## config.mk

```make
export PLATFORM = sky130hd
export DESIGN_NAME = murmur2_hash32_bytes
export DESIGN_NICKNAME = d
export VERILOG_FILES = /design/src/hdl/mh2_pkg.sv /design/src/hdl/mh2_front.sv /design/src/hdl/mh2_cmdq.sv /design/src/hdl/mh2_back.sv /design/src/hdl/murmur2_hash32_bytes.sv
export SDC_FILE = /design/constraint.sdc
export NUM_CORES = 1
export LEC_CHECK = 0
export ABC_AREA = 1
export BUFFER_PORTS_ARGS = -buffer_cell sky130_fd_sc_hd__buf_2
export CORE_ASPECT_RATIO = 1.75
export CORE_MARGIN = 2
export CORE_UTILIZATION = 57
export CTS_CLUSTER_SIZE = 16
export DETAILED_ROUTE_END_ITERATION = 12
export GPL_TIMING_DRIVEN = 0
export PLACE_DENSITY_LB_ADDON = 0.1
export SYNTH_ARGS = -nofsm -noshare
export SYNTH_HDL_FRONTEND = slang
export SYNTH_SLANG_ARGS = --single-unit
```

## constraint.sdc

```tcl
create_clock -name i_clk -period 7.9 [get_ports i_clk]
set_input_delay 0.79 -clock i_clk [delete_from_list [all_inputs] [get_ports i_clk]]
set_output_delay 0.79 -clock i_clk [all_outputs]
set_load 0.02 [all_outputs]
```

## src/hdl/mh2_pkg.sv

```systemverilog
// Shared constants and types for the streaming 32-bit MurmurHash2 block.
// No dependencies; every other design file imports this package.
`timescale 1ns / 1ps

package mh2_pkg;

    localparam logic [31:0] MIX_MUL     = 32'h5bd1e995;
    localparam int          MIX_SHIFT   = 24;
    localparam int          FIN_SHIFT_A = 13;
    localparam int          FIN_SHIFT_B = 15;
    localparam int          QUEUE_DEPTH = 2;

    localparam logic [1:0]  PHASE_FULL  = 2'd3;

    // One command from the byte assembler to the hash sequencer.
    typedef struct packed {
        logic        start;
        logic [31:0] start_val;
        logic        mix;
        logic [31:0] word;
        logic        finish;
        logic        tail_valid;
        logic [23:0] tail;
    } t_cmd;

    typedef enum logic [6:0] {
        S_IDLE = 7'b0000001,
        S_K1   = 7'b0000010,
        S_K2   = 7'b0000100,
        S_H    = 7'b0001000,
        S_T    = 7'b0010000,
        S_F    = 7'b0100000,
        S_O    = 7'b1000000
    } t_state;

endpackage

```

## src/hdl/mh2_front.sv

```systemverilog
// Byte assembler: packs bytes into little-endian words and issues commands.
// Depends on mh2_pkg.
`timescale 1ns / 1ps

module mh2_front (
    input  logic             i_clk,
    input  logic             i_rst_n,
    input  logic             i_push,
    input  logic [7:0]       i_data_byte,
    input  logic             i_byte_present,
    input  logic             i_is_first,
    input  logic             i_is_last,
    input  logic [30:0]      i_msg_length,
    input  logic [31:0]      i_seed_value,
    input  logic             i_q_full,
    output logic             o_q_push,
    output mh2_pkg::t_cmd    o_q_cmd
);
    import mh2_pkg::*;

    logic [23:0] r_part, n_part;
    logic [1:0]  r_phase, n_phase;
    logic [23:0] part_eff, part_add;
    logic [1:0]  phase_eff, phase_add;
    logic        accept, word_done;

    assign accept    = i_push && !i_q_full;
    assign part_eff  = i_is_first ? 24'd0 : r_part;
    assign phase_eff = i_is_first ? 2'd0 : r_phase;
    assign word_done = i_byte_present && (phase_eff == PHASE_FULL);

    always_comb begin
        part_add  = part_eff;
        phase_add = phase_eff;
        if (i_byte_present) begin
            if (word_done) begin
                part_add  = 24'd0;
                phase_add = 2'd0;
            end else begin
                phase_add = phase_eff + 2'd1;
                unique case (phase_eff)
                    2'd0:    part_add = {part_eff[23:8], i_data_byte};
                    2'd1:    part_add = {part_eff[23:16], i_data_byte, part_eff[7:0]};
                    2'd2:    part_add = {i_data_byte, part_eff[15:0]};
                    default: part_add = part_eff;
                endcase
            end
        end
        n_part  = i_is_last ? 24'd0 : part_add;
        n_phase = i_is_last ? 2'd0 : phase_add;
    end

    always_comb begin
        o_q_cmd.start      = i_is_first;
        o_q_cmd.start_val  = i_seed_value ^ {1'b0, i_msg_length};
        o_q_cmd.mix        = word_done;
        o_q_cmd.word       = {i_data_byte, part_eff};
        o_q_cmd.finish     = i_is_last;
        o_q_cmd.tail_valid = (phase_add != 2'd0);
        o_q_cmd.tail       = part_add;
    end

    assign o_q_push = accept && (i_is_first || word_done || i_is_last);

    always_ff @(posedge i_clk) begin
        if (!i_rst_n) begin
            r_part  <= 24'd0;
            r_phase <= 2'd0;
        end else if (accept) begin
            r_part  <= n_part;
            r_phase <= n_phase;
        end
    end

endmodule

```

## src/hdl/mh2_cmdq.sv

```systemverilog
// Small command queue between the byte assembler and the hash sequencer.
// Depends on mh2_pkg for the command type.
`timescale 1ns / 1ps

module mh2_cmdq #(
    parameter int DEPTH = mh2_pkg::QUEUE_DEPTH
) (
    input  logic             i_clk,
    input  logic             i_rst_n,
    input  logic             i_push,
    input  mh2_pkg::t_cmd    i_cmd,
    output logic             o_full,
    input  logic             i_pop,
    output logic             o_empty,
    output mh2_pkg::t_cmd    o_cmd,
    output logic [$clog2(DEPTH+1)-1:0] o_count
);
    import mh2_pkg::*;

    localparam int PW = (DEPTH > 1) ? $clog2(DEPTH) : 1;
    localparam int CW = $clog2(DEPTH + 1);
    localparam logic [PW-1:0] LAST_PTR = PW'(DEPTH - 1);
    localparam logic [CW-1:0] FULL_CNT = CW'(DEPTH);

    t_cmd          r_mem [DEPTH];
    logic [PW-1:0] r_wr_ptr, r_rd_ptr;
    logic [CW-1:0] r_count;
    logic          do_push, do_pop;

    assign o_full  = (r_count == FULL_CNT);
    assign o_empty = (r_count == '0);
    assign o_cmd   = r_mem[r_rd_ptr];
    assign o_count = r_count;
    assign do_push = i_push && !o_full;
    assign do_pop  = i_pop && !o_empty;

    always_ff @(posedge i_clk) begin
        if (do_push) begin
            r_mem[r_wr_ptr] <= i_cmd;
        end
    end

    always_ff @(posedge i_clk) begin
        if (!i_rst_n) begin
            r_wr_ptr <= '0;
            r_rd_ptr <= '0;
            r_count  <= '0;
        end else begin
            if (do_push) begin
                r_wr_ptr <= (r_wr_ptr == LAST_PTR) ? '0 : r_wr_ptr + 1'b1;
            end
            if (do_pop) begin
                r_rd_ptr <= (r_rd_ptr == LAST_PTR) ? '0 : r_rd_ptr + 1'b1;
            end
            if (do_push && !do_pop) begin
                r_count <= r_count + 1'b1;
            end else if (do_pop && !do_push) begin
                r_count <= r_count - 1'b1;
            end
        end
    end

endmodule

```

## src/hdl/mh2_back.sv

```systemverilog
// Hash sequencer: runs start, word mix and finalization on one shared
// constant multiplier and holds the finished hash for the consumer.
// Depends on mh2_pkg.
`timescale 1ns / 1ps

module mh2_back (
    input  logic             i_clk,
    input  logic             i_rst_n,
    input  logic             i_q_empty,
    input  mh2_pkg::t_cmd    i_q_cmd,
    output logic             o_q_pop,
    input  logic             i_pop,
    output logic             o_empty,
    output logic [31:0]      o_hash_value
);
    import mh2_pkg::*;

    t_state      r_state, n_state;
    t_cmd        r_cmd, n_cmd;
    logic [31:0] r_h, n_h;
    logic [31:0] r_k, n_k;
    logic        r_out_valid, n_out_valid;
    logic [31:0] r_out_hash, n_out_hash;
    logic [31:0] mul_in, prod;
    logic        out_free;

    assign out_free = !r_out_valid || i_pop;

    always_comb begin
        unique case (r_state)
            S_K1:    mul_in = r_k;
            S_K2:    mul_in = r_k ^ (r_k >> MIX_SHIFT);
            S_T:     mul_in = r_h ^ {8'd0, r_cmd.tail};
            S_F:     mul_in = r_h ^ (r_h >> FIN_SHIFT_A);
            default: mul_in = r_h;
        endcase
    end

    assign prod = mul_in * MIX_MUL;

    always_comb begin
        n_state     = r_state;
        n_cmd       = r_cmd;
        n_h         = r_h;
        n_k         = r_k;
        n_out_valid = r_out_valid && !i_pop;
        n_out_hash  = r_out_hash;
        o_q_pop     = 1'b0;
        unique case (r_state)
            S_IDLE: begin
                if (!i_q_empty) begin
                    o_q_pop = 1'b1;
                    n_cmd   = i_q_cmd;
                    n_k     = i_q_cmd.word;
                    if (i_q_cmd.start) begin
                        n_h = i_q_cmd.start_val;
                    end
                    if (i_q_cmd.mix) begin
                        n_state = S_K1;
                    end else if (i_q_cmd.finish) begin
                        n_state = S_T;
                    end
                end
            end
            S_K1: begin
                n_k     = prod;
                n_state = S_K2;
            end
            S_K2: begin
                n_k     = prod;
                n_state = S_H;
            end
            S_H: begin
                n_h     = prod ^ r_k;
                n_state = r_cmd.finish ? S_T : S_IDLE;
            end
            S_T: begin
                if (r_cmd.tail_valid) begin
                    n_h = prod;
                end
                n_state = S_F;
            end
            S_F: begin
                n_h     = prod;
                n_state = S_O;
            end
            S_O: begin
                if (out_free) begin
                    n_out_valid = 1'b1;
                    n_out_hash  = r_h ^ (r_h >> FIN_SHIFT_B);
                    n_h         = 32'd0;
                    n_state     = S_IDLE;
                end
            end
            default: n_state = S_IDLE;
        endcase
    end

    always_ff @(posedge i_clk) begin
        r_cmd      <= n_cmd;
        r_k        <= n_k;
        r_out_hash <= n_out_hash;
    end

    always_ff @(posedge i_clk) begin
        if (!i_rst_n) begin
            r_state     <= S_IDLE;
            r_h         <= 32'd0;
            r_out_valid <= 1'b0;
        end else begin
            r_state     <= n_state;
            r_h         <= n_h;
            r_out_valid <= n_out_valid;
        end
    end

    assign o_empty      = !r_out_valid;
    assign o_hash_value = r_out_hash;

endmodule

```

## src/hdl/murmur2_hash32_bytes.sv

```systemverilog
// Top level of the streaming 32-bit MurmurHash2 block: byte assembler,
// command queue and hash sequencer. Depends on mh2_pkg and the mh2_* modules.
//
//   Channel  | Handshake        | Payload
//   ---------+------------------+----------------------------------------------
//   input    | i_push / o_full  | i_data_byte, i_byte_present, i_is_first,
//            |                  | i_is_last, i_msg_length, i_seed_value
//   result   | o_empty / i_pop  | o_hash_value
//
// A byte transaction is taken whenever the command queue has room. The
// sequencer pops each command in its idle state and runs a whole word through
// three multiply states (K1, K2, H), so the stream runs at about one byte per
// cycle while results are taken; the single shared 32-bit constant multiplier
// sets that pace. Finishing a message adds the tail, final multiply and result
// load states. Reset is synchronous and active low; the queue, the sequencer
// and the result register come out empty. A full result register stalls only
// the sequencer; the front keeps taking bytes until the queue fills.
`timescale 1ns / 1ps

module murmur2_hash32_bytes #(
    parameter int QUEUE_DEPTH = mh2_pkg::QUEUE_DEPTH
) (
    input  logic        i_clk,
    input  logic        i_rst_n,
    input  logic        i_push,
    output logic        o_full,
    input  logic [7:0]  i_data_byte,
    input  logic        i_byte_present,
    input  logic        i_is_first,
    input  logic        i_is_last,
    input  logic [30:0] i_msg_length,
    input  logic [31:0] i_seed_value,
    output logic        o_empty,
    input  logic        i_pop,
    output logic [31:0] o_hash_value
);
    import mh2_pkg::*;

    localparam int CW = $clog2(QUEUE_DEPTH + 1);

    // Commands flow from the front through the queue to the sequencer.
    t_cmd          q_in_cmd, q_out_cmd;
    logic          q_push, q_full, q_pop, q_empty;
    logic [CW-1:0] q_count;

    assign o_full = q_full;

    mh2_front u_front (
        .i_clk          (i_clk),
        .i_rst_n        (i_rst_n),
        .i_push         (i_push),
        .i_data_byte    (i_data_byte),
        .i_byte_present (i_byte_present),
        .i_is_first     (i_is_first),
        .i_is_last      (i_is_last),
        .i_msg_length   (i_msg_length),
        .i_seed_value   (i_seed_value),
        .i_q_full       (q_full),
        .o_q_push       (q_push),
        .o_q_cmd        (q_in_cmd)
    );

    mh2_cmdq #(
        .DEPTH (QUEUE_DEPTH)
    ) u_cmdq (
        .i_clk   (i_clk),
        .i_rst_n (i_rst_n),
        .i_push  (q_push),
        .i_cmd   (q_in_cmd),
        .o_full  (q_full),
        .i_pop   (q_pop),
        .o_empty (q_empty),
        .o_cmd   (q_out_cmd),
        .o_count (q_count)
    );

    mh2_back u_back (
        .i_clk        (i_clk),
        .i_rst_n      (i_rst_n),
        .i_q_empty    (q_empty),
        .i_q_cmd      (q_out_cmd),
        .o_q_pop      (q_pop),
        .i_pop        (i_pop),
        .o_empty      (o_empty),
        .o_hash_value (o_hash_value)
    );

    // The front must never issue a command into a full queue.
    a_no_push_when_full: assert property (@(posedge i_clk) disable iff (!i_rst_n)
        !(q_push && q_full))
        else $error("command issued into a full queue");

    // The sequencer never pulls from an empty queue.
    a_no_pop_when_empty: assert property (@(posedge i_clk) disable iff (!i_rst_n)
        !(q_pop && q_empty))
        else $error("sequencer popped an empty queue");

    // The queue occupancy stays within its depth.
    a_count_bound: assert property (@(posedge i_clk) disable iff (!i_rst_n)
        q_count <= CW'(QUEUE_DEPTH))
        else $error("command queue occupancy out of range");

    // Right after reset no result is offered.
    a_empty_after_reset: assert property (@(posedge i_clk)
        $past(!i_rst_n) |-> o_empty)
        else $error("result offered right after reset");

endmodule

```

==> implementation parameters, run 1 <==
Parameter                              Value

Setup path
  Largest fanout on the critical path ... 6
  Critical path endpoint category ... flip-flop
  Cell mode on critical path ... sky130_fd_sc_hd__fa_1
  Startpoint type of the worst setup path ... flip-flop
  Critical Path RT ... 8.43 ns
  Slowest stage cell, crit path ... sky130_fd_sc_hd__fa_2
  Worst path arrival time ... 8.45 ns
  Critical path type ... reg -> reg
  Largest stage delay on the critical path ... 0.57 ns

Timing
  Post-route fraction of the period consumed by the critical path ... 100.3%
  Post-Route Skew ... 0.03060 ns
  Transition time of the tightest slew-check pin ... about 1.5 ns
  Final Critical Period ... 7.921 ns
  Max Transition Viols Final ... 0
  Maximum operating frequency ... 126.2 MHz
  Relative max-transition margin ... between 2 and 2.5%
  Hold Fails Final Rpt ... 0
  Final worst setup slack ... -0.02099 ns
  RSZ-0062 raised after global routing ... true
  Minimum hold slack ... 0.4280 ns
  Setup TNS Final ... -0.02121 ns
  Final count of negative-setup-slack endpoints ... 2

Hold path
  Worst hold path type ... in -> reg

Run status
  Failing checks ... negative setup slack
  Status ... finished with violations

Clock network
  H-tree level count ... 1
  Clock buffers created by TritonCTS ... 29
  Number of buffers inserted by hold repair at cts ... 0
  TritonCTS clock tree ... done
  Clock-pin slew on the worst setup and hold paths ... 0.08 ns
  Clock insertion delay at the later pin of the skew report ... 0.59 ns
  Clk root buf ... sky130_fd_sc_hd__clkbuf_16
  Longest Clk Path Bufs ... 3
  Clk sink count ... 345

GRT
  Pin count of the biggest net entering global routing ... 34
  First-pass GRT wire length ... between 100000 and 150000 um
  Vias in the first global route ... 20218
  Number of antenna violations at the first check in global routing ... 1
  Global-route usage over all layers ... 37.57%
  Total congestion overflow ... 0

Floorplan
  Area inside the core boundary ... 42540 sq um
  Count of pins on the block boundary ... 112
  Site Rows ... 100
  Starting density of the core ... a little under 60%
  Die span in x ... 161.0 um
  Floorplan die height ... roughly 280 um
  Overall die area ... 44860 sq um

Yosys
  Dominant cell type by area after synthesis ... sky130_fd_sc_hd__edfxtp_1
  Most common cell in the netlist ... sky130_fd_sc_hd__nand2_1
  Gate count of the mapped netlist ... 2565
  Number of synthesized flops with an enable pin ... between 200 and 300
  Proportion of synthesized flip-flops having asynchronous set or reset ... 0%
  Proportion of synthesized chip area in sequential cells ... 39.26%
  Seq cells post-synth ... roughly 350
  Commonest cells in the netlist ... sky130_fd_sc_hd__nand2_1 (523), sky130_fd_sc_hd__inv_1 (488), sky130_fd_sc_hd__edfxtp_1 (274), sky130_fd_sc_hd__ha_1 (221), sky130_fd_sc_hd__fa_1 (178)
  Avg Synthesized Cell Area ... 9.581 sq um
  Number of warnings issued by yosys ... 0
  Number of distinct library cells after synthesis ... 59
  Proportion of netlist area held by the largest area contributor ... between 30% and 40%
  Synth Flop Type ... sky130_fd_sc_hd__edfxtp_1
  Dominant cells by area after synthesis ... sky130_fd_sc_hd__edfxtp_1 (33%), sky130_fd_sc_hd__fa_1 (15%), sky130_fd_sc_hd__ha_1 (11%)
  Post-synthesis net count ... 3042
  Mapped Area ... between 20000 and 25000 sq um

Final layout
  Filler Cells Inserted ... 3242
  Final layout net count ... ~3300
  Finished Layout Cells ... 3434
  Area added between synthesis and finish ... 19.90%
  Share of final-layout standard cells stronger than drive strength 1 ... 20.86%

Route
  Routed Antenna Nets ... 0
  Avg WL per Cell ... 25.09 um
  Vias per cell ... 5.651
  Iter 0 DRT Violations ... 1404
  First-pass iteration count of the detailed router ... 5
  Residual DRC count ... 0
  Count of vias placed by the detailed router ... between 15000 and 20000
  Final routed wirelength across all metal layers ... 86150 um

Placement
  # port buffers ... 111
  Dpl cells ... roughly 3300
  Routability cong. ... 1.069
  Dpl hpwl ... 65530 um

Job
  Max cap viols ... 0
==> routing by layer <==
metal / GRT usage (%) / routed length [um]
met1: 36.18 / 27190
met2: 68.97 / 45280
met3: 4.367 / 4115
met4: 34.39 / 9551
met5: 0 / 12
==> placed cells by master, fill, tap and decap left out, drive strengths merged, types with 4 or more instances in the layout <==
cell and count:
fa 178, nor3 10, a21oi 142, xor2 89, o22ai 36, mux2i 4, clkbuf 98, ha 221
a211oi 4, buf 264, or2 19, a31oi 32, edfxtp 274, nor2 97, o211ai 11, xnor2 21
dfxtp 71, a32o 4, nand3b 6, nor4 5, a221oi 7, clkinvlp 6, nand2 545, inv 502
a21o 4, nand3 65, o21ai 114, clkinv 14
==> area by class of cell <==
class / instances / area (sq um) / share of cell area (%)
antenna: 1 / 2.502 / 0.008493
buffer: 65 / 355.3 / 1.206
clock buffer: 41 / 832.0 / 2.824
clock inverter: 13 / 100.1 / 0.3397
inverter: 508 / 1969 / 6.684
multi-input combinational: 1643 / 13960 / 47.39
sequential: 345 / 9668 / 32.81
tap: 561 / 701.9 / 2.382
timing repair buffer: 256 / 1862 / 6.318
timing repair inverter: 1 / 11.26 / 0.03822
==> critical path, delay by kind of cell, from the launching register on <==
kind	cells	cell delay (ns)
flip-flops	1	0.36
buffers and inverters	10	1.17
AND/OR/NAND/NOR	9	1.09
AO/OA/AOI/OAI	8	1.22
adder cells (fa/ha/maj)	9	3.98
==> state kept, by name (all words and copies together), names as in the netlist, named ones only <==
register             flops
u_cmdq.r_mem           184
u_back.o_hash_value     32
u_back.r_h              32
u_back.r_k              32
u_back.r_cmd            26
u_front.r_part          24
u_back.r_state           7
u_cmdq.o_count           2
u_front.r_phase          2
u_back.r_out_valid       1
u_cmdq.r_rd_ptr          1
u_cmdq.r_wr_ptr          1
==> stage by stage <==
step | worst slack (ns) | cell area (sq um) | util, %
floorplan | 0.1251 | 24570 | -
global placement | -2.973 | 25830 | 60.72
detailed placement | -2.323 | 26120 | 61.40
CTS | -0.02949 | 28180 | 66.24
global route | -0.2011 | 29460 | 69.26
finish | -0.02099 | 29470 | 69.26
==> kinds of logic (layout without fill, tap and decap cells) <==
| family | count (synthesis) | after routing | synth area share [%] |
|---|---|---|---|
| buffers and inverters | 578 | 884 | 8.956 |
| AND/OR/NAND/NOR | 749 | 750 | 13.06 |
| multiplexers | 4 | 4 | 0.1629 |
| adder cells (fa/ha/maj) | 399 | 399 | 25.75 |
| other | 0 | 1 | 0 |
| flip-flops | 345 | 345 | 39.26 |
| AO/OA/AOI/OAI | 380 | 380 | 8.885 |
| XOR/XNOR | 110 | 110 | 3.920 |
==> path summary, 6_finish.rpt <==
kind                              end  slack [ns]               start  cells after the start
setup / recovery       u_back.r_h[29]       -0.02   u_back.r_state[5]                     36
hold / removal    u_cmdq.r_mem[1][90]        0.43    i_seed_value[31]                      1
setup reg to reg       u_back.r_h[29]       -0.02   u_back.r_state[5]                     36
hold reg to reg    u_front.r_phase[1]        0.47  u_front.r_phase[1]                      2
==> what timing repair did <==
item	CTS	global route
gates resized for setup	154	197
setup buffers	61	65
pin swaps	37	113
cloned	1	3
endpoints found under the setup margin	37	24
Power of run 1 is not shown: default switching activity piles up to over one toggle a cycle in this logic, so the estimate is an artifact.
==> run 2: changes to the inputs <==
--- a/config.mk
+++ b/config.mk
@@ -14,6 +14,8 @@
 export DETAILED_ROUTE_END_ITERATION = 12
 export GPL_TIMING_DRIVEN = 0
 export PLACE_DENSITY_LB_ADDON = 0.1
+export REMOVE_ABC_BUFFERS = 1
 export SYNTH_ARGS = -nofsm -noshare
 export SYNTH_HDL_FRONTEND = slang
+export SYNTH_HIERARCHICAL = 1
 export SYNTH_SLANG_ARGS = --single-unit
==> run 2 against run 1 <==
  * The flow still finishes with violations (negative setup slack)
  * Utilization shrank 3.8 points
  * Clock-buffer cell count shrank 2
  * Setup slack worse by 0.28 ns
  * Fmax shrank 3.4%
  * Highest routed layer is now met4
==> implementation parameters, run 2 <==
Parameter                              Value

Clock network
  Clk sink count ... 345
  TritonCTS clock tree ... done
  Clock-pin slew on the worst setup and hold paths ... 0.07 ns
  H-tree level count ... 1
  Longest Clk Path Bufs ... 3
  Clock insertion delay at the later pin of the skew report ... 0.57 ns
  Clk root buf ... sky130_fd_sc_hd__clkbuf_16
  Clock buffers created by TritonCTS ... 28
  Number of buffers inserted by hold repair at cts ... 0

Timing
  Final worst setup slack ... -0.3000 ns
  Final count of negative-setup-slack endpoints ... 12
  Transition time of the tightest slew-check pin ... approximately 1.4 ns
  Maximum operating frequency ... 122.0 MHz
  Post-route fraction of the period consumed by the critical path ... 103.8%
  Post-Route Skew ... 0.03051 ns
  Max Transition Viols Final ... 0
  Minimum hold slack ... around 0.42 ns
  Hold Fails Final Rpt ... 0
  Final Critical Period ... between 8 and 9 ns
  RSZ-0062 raised after global routing ... true
  Relative max-transition margin ... 6.363%
  Setup TNS Final ... -1.571 ns

Setup path
  Cell mode on critical path ... sky130_fd_sc_hd__fa_1
  Largest fanout on the critical path ... 8
  Worst path arrival time ... between 8 and 9 ns
  Startpoint of the worst-slack reg-to-reg timing path ... u_back/r_state[3]
  CP Capture Point ... u_back/r_h[29]
  Launching element of the worst setup path ... u_back/r_state[3]
  Flop2flop setup slack ... -0.30 ns
  Cell family contributing the most delay on the critical path ... adder cells
  Largest stage delay on the critical path ... 0.57 ns
  Critical path endpoint category ... flip-flop
  Number of cell instances on the worst register-to-register path ... 37
  Capture instance of the worst register-to-register path ... u_back/r_h[29]
  Critical Path RT ... between 8 and 9 ns
  Logic depth of the worst path, buffers included ... 37
  Critical path type ... reg -> reg
  Slowest stage cell, crit path ... sky130_fd_sc_hd__fa_1
  Startpoint type of the worst setup path ... flip-flop
  Bufs and invs on worst path ... 10

Yosys
  Dominant cell type by area after synthesis ... sky130_fd_sc_hd__edfxtp_1
  Most common cell in the netlist ... sky130_fd_sc_hd__inv_1
  Dominant cells by area after synthesis ... sky130_fd_sc_hd__edfxtp_1 (32%), sky130_fd_sc_hd__fa_1 (14%), sky130_fd_sc_hd__ha_1 (11%)
  Number of synthesized flops with an enable pin ... 274
  Proportion of synthesized chip area in sequential cells ... 37.85%
  Proportion of netlist area held by the largest area contributor ... 32.28%
  Commonest cells in the netlist ... sky130_fd_sc_hd__inv_1 (492), sky130_fd_sc_hd__nand2_1 (347), sky130_fd_sc_hd__edfxtp_1 (274), sky130_fd_sc_hd__ha_1 (221), sky130_fd_sc_hd__fa_1 (178)
  Synth Flop Type ... sky130_fd_sc_hd__edfxtp_1
  Seq cells post-synth ... around 350
  Number of warnings issued by yosys ... 6
  Number of distinct library cells after synthesis ... 63
  Avg Synthesized Cell Area ... 10.24 sq um
  Proportion of synthesized flip-flops having asynchronous set or reset ... 0%
  Gate count of the mapped netlist ... 2489
  Mapped Area ... 25490 sq um

Final layout
  Count of inserted antenna diode cells ... 0
  Footprint of the flip-flops and latches ... about 9700 sq um
  Area of the multi-input gates ... around 14000 sq um
  Max reg flops ... roughly 180
  Final layout net count ... 3133
  Area added between synthesis and finish ... 13.48%
  Final core occ ... 65.51%
  Most flop-heavy register ... u_cmdq/r_mem
  Finished Layout Cells ... 3250
  Commonest cells after routing, fill and taps aside ... sky130_fd_sc_hd__inv_1 (478), sky130_fd_sc_hd__nand2_1 (333), sky130_fd_sc_hd__edfxtp_1 (274)
  Most common library cell in the layout ignoring fill and taps ... sky130_fd_sc_hd__inv_1
  Filler Cells Inserted ... between 3000 and 4000
  Share of final-layout standard cells stronger than drive strength 1 ... between 20% and 30%

Route
  Routed Antenna Nets ... 0
  Residual DRC count ... 0
  Final routed wirelength across all metal layers ... ~74000 um
  Avg WL per Cell ... 22.79 um
  First-pass iteration count of the detailed router ... 6
  Count of vias placed by the detailed router ... around 18000
  Vias per cell ... between 5 and 6
  Iter 0 DRT Violations ... about 1200

GRT
  Number of antenna violations at the first check in global routing ... 0
  GR peak layer ... met2
  M1 GR Usage ... 33.42%
  Met3 routing resource usage after global routing ... 3.289%
  Met2 layer usage reported by global route ... 57.55%
  First-pass GRT wire length ... approximately 110000 um
  Global-route usage over all layers ... 32.24%
  Pin count of the biggest net entering global routing ... 58
  Total congestion overflow ... 0
  Vias in the first global route ... 19153

Placement
  # port buffers ... 111
  Routability cong. ... 0.9437
  Dpl cells ... 3113
  Dpl hpwl ... 54760 um

Floorplan
  Floorplan die height ... 283.8 um
  Count of pins on the block boundary ... 112
  Die span in x ... 163.9 um
  Starting density of the core ... around 58%
  Overall die area ... around 46000 sq um
  Site Rows ... approximately 100
  Area inside the core boundary ... 44160 sq um

Hold path
  Worst hold path type ... in -> reg
  Number of stages on the worst hold path ... 1

Run status
  Failing checks ... negative setup slack
  Status ... finished with violations

Job
  Max cap viols ... 0
-- run 2: cell count changes after synthesis, sizes merged, moves of 25 or more --
cell and delta:
a21oi -29, buf +33, clkbuf -25, mux2 +92, nand2 -154, nand3 +34
-- run 2: how the worst min path moves through the flow --
| stage | start | end | slack, ns |
|---|---|---|---|
| 6_report | i_seed_value[31] | u_cmdq/r_mem[0][90] | 0.42 |
| 5_1_grt | i_seed_value[31] | u_cmdq/r_mem[0][90] | 0.42 |
| 4_1_cts | i_seed_value[31] | u_cmdq/r_mem[0][90] | 0.41 |
| 3_5_place_dp | u_front/r_part[13] | u_front/r_part[13] | 0.46 |
| 3_3_place_gp | u_front/r_part[14] | u_front/r_part[14] | 0.45 |
| 2_1_floorplan | u_front/r_part[13] | u_front/r_part[13] | 0.45 |
-- run 2: stage by stage --
step	cell area, sq um	setup slack, ns
2_1_floorplan	24950	-0.02224
3_3_place_gp	26220	-3.527
3_5_place_dp	26560	-2.258
4_1_cts	28420	-0.2465
5_1_grt	28930	-0.4689
6_report	28930	-0.3000
-- run 2: cells by family (layout without fill, tap and decap cells) --
kind of cell               Yosys count  after routing  synth area share (%)
and+or+nand+nor                    652            655                 11.60
buffers and inverters              587            773                 9.620
adders and majority gates          399            399                 24.83
DFF                                345            345                 37.85
AOI/OAI and AO/OA                  298            298                 6.876
xor gates and xnor gates           116            116                 3.985
muxes                               92             92                 5.242
-- run 2: routing by layer --
metal | vias up | routed length, um | part of all wire [%]
met5 | - | 0 | 0
met4 | 0 | 7442 | 10
li1 | 8408 | - | -
met1 | 8804 | 24440 | 33
met2 | 690 | 38510 | 52
met3 | 289 | 3665 | 4.9
-- run 2: cell type report --
cell class / count / area share, %
clock buffer: 39 / 2.707
clock inverter: 13 / 0.4109
inverter: 509 / 6.713
multi-input combinational: 1560 / 48.91
sequential: 345 / 33.39
tap: 572 / 2.474
timing repair buffer: 212 / 5.398
-- run 2: what timing repair did --
item                                    4_1_cts  5_1_grt
resized for setup                           106       76
endpoints found under the setup margin       38       28
gates cloned                                  4        0
setup buffers                                54       27
pin swaps                                    41       35
Power of run 2 is left out for the same reason.
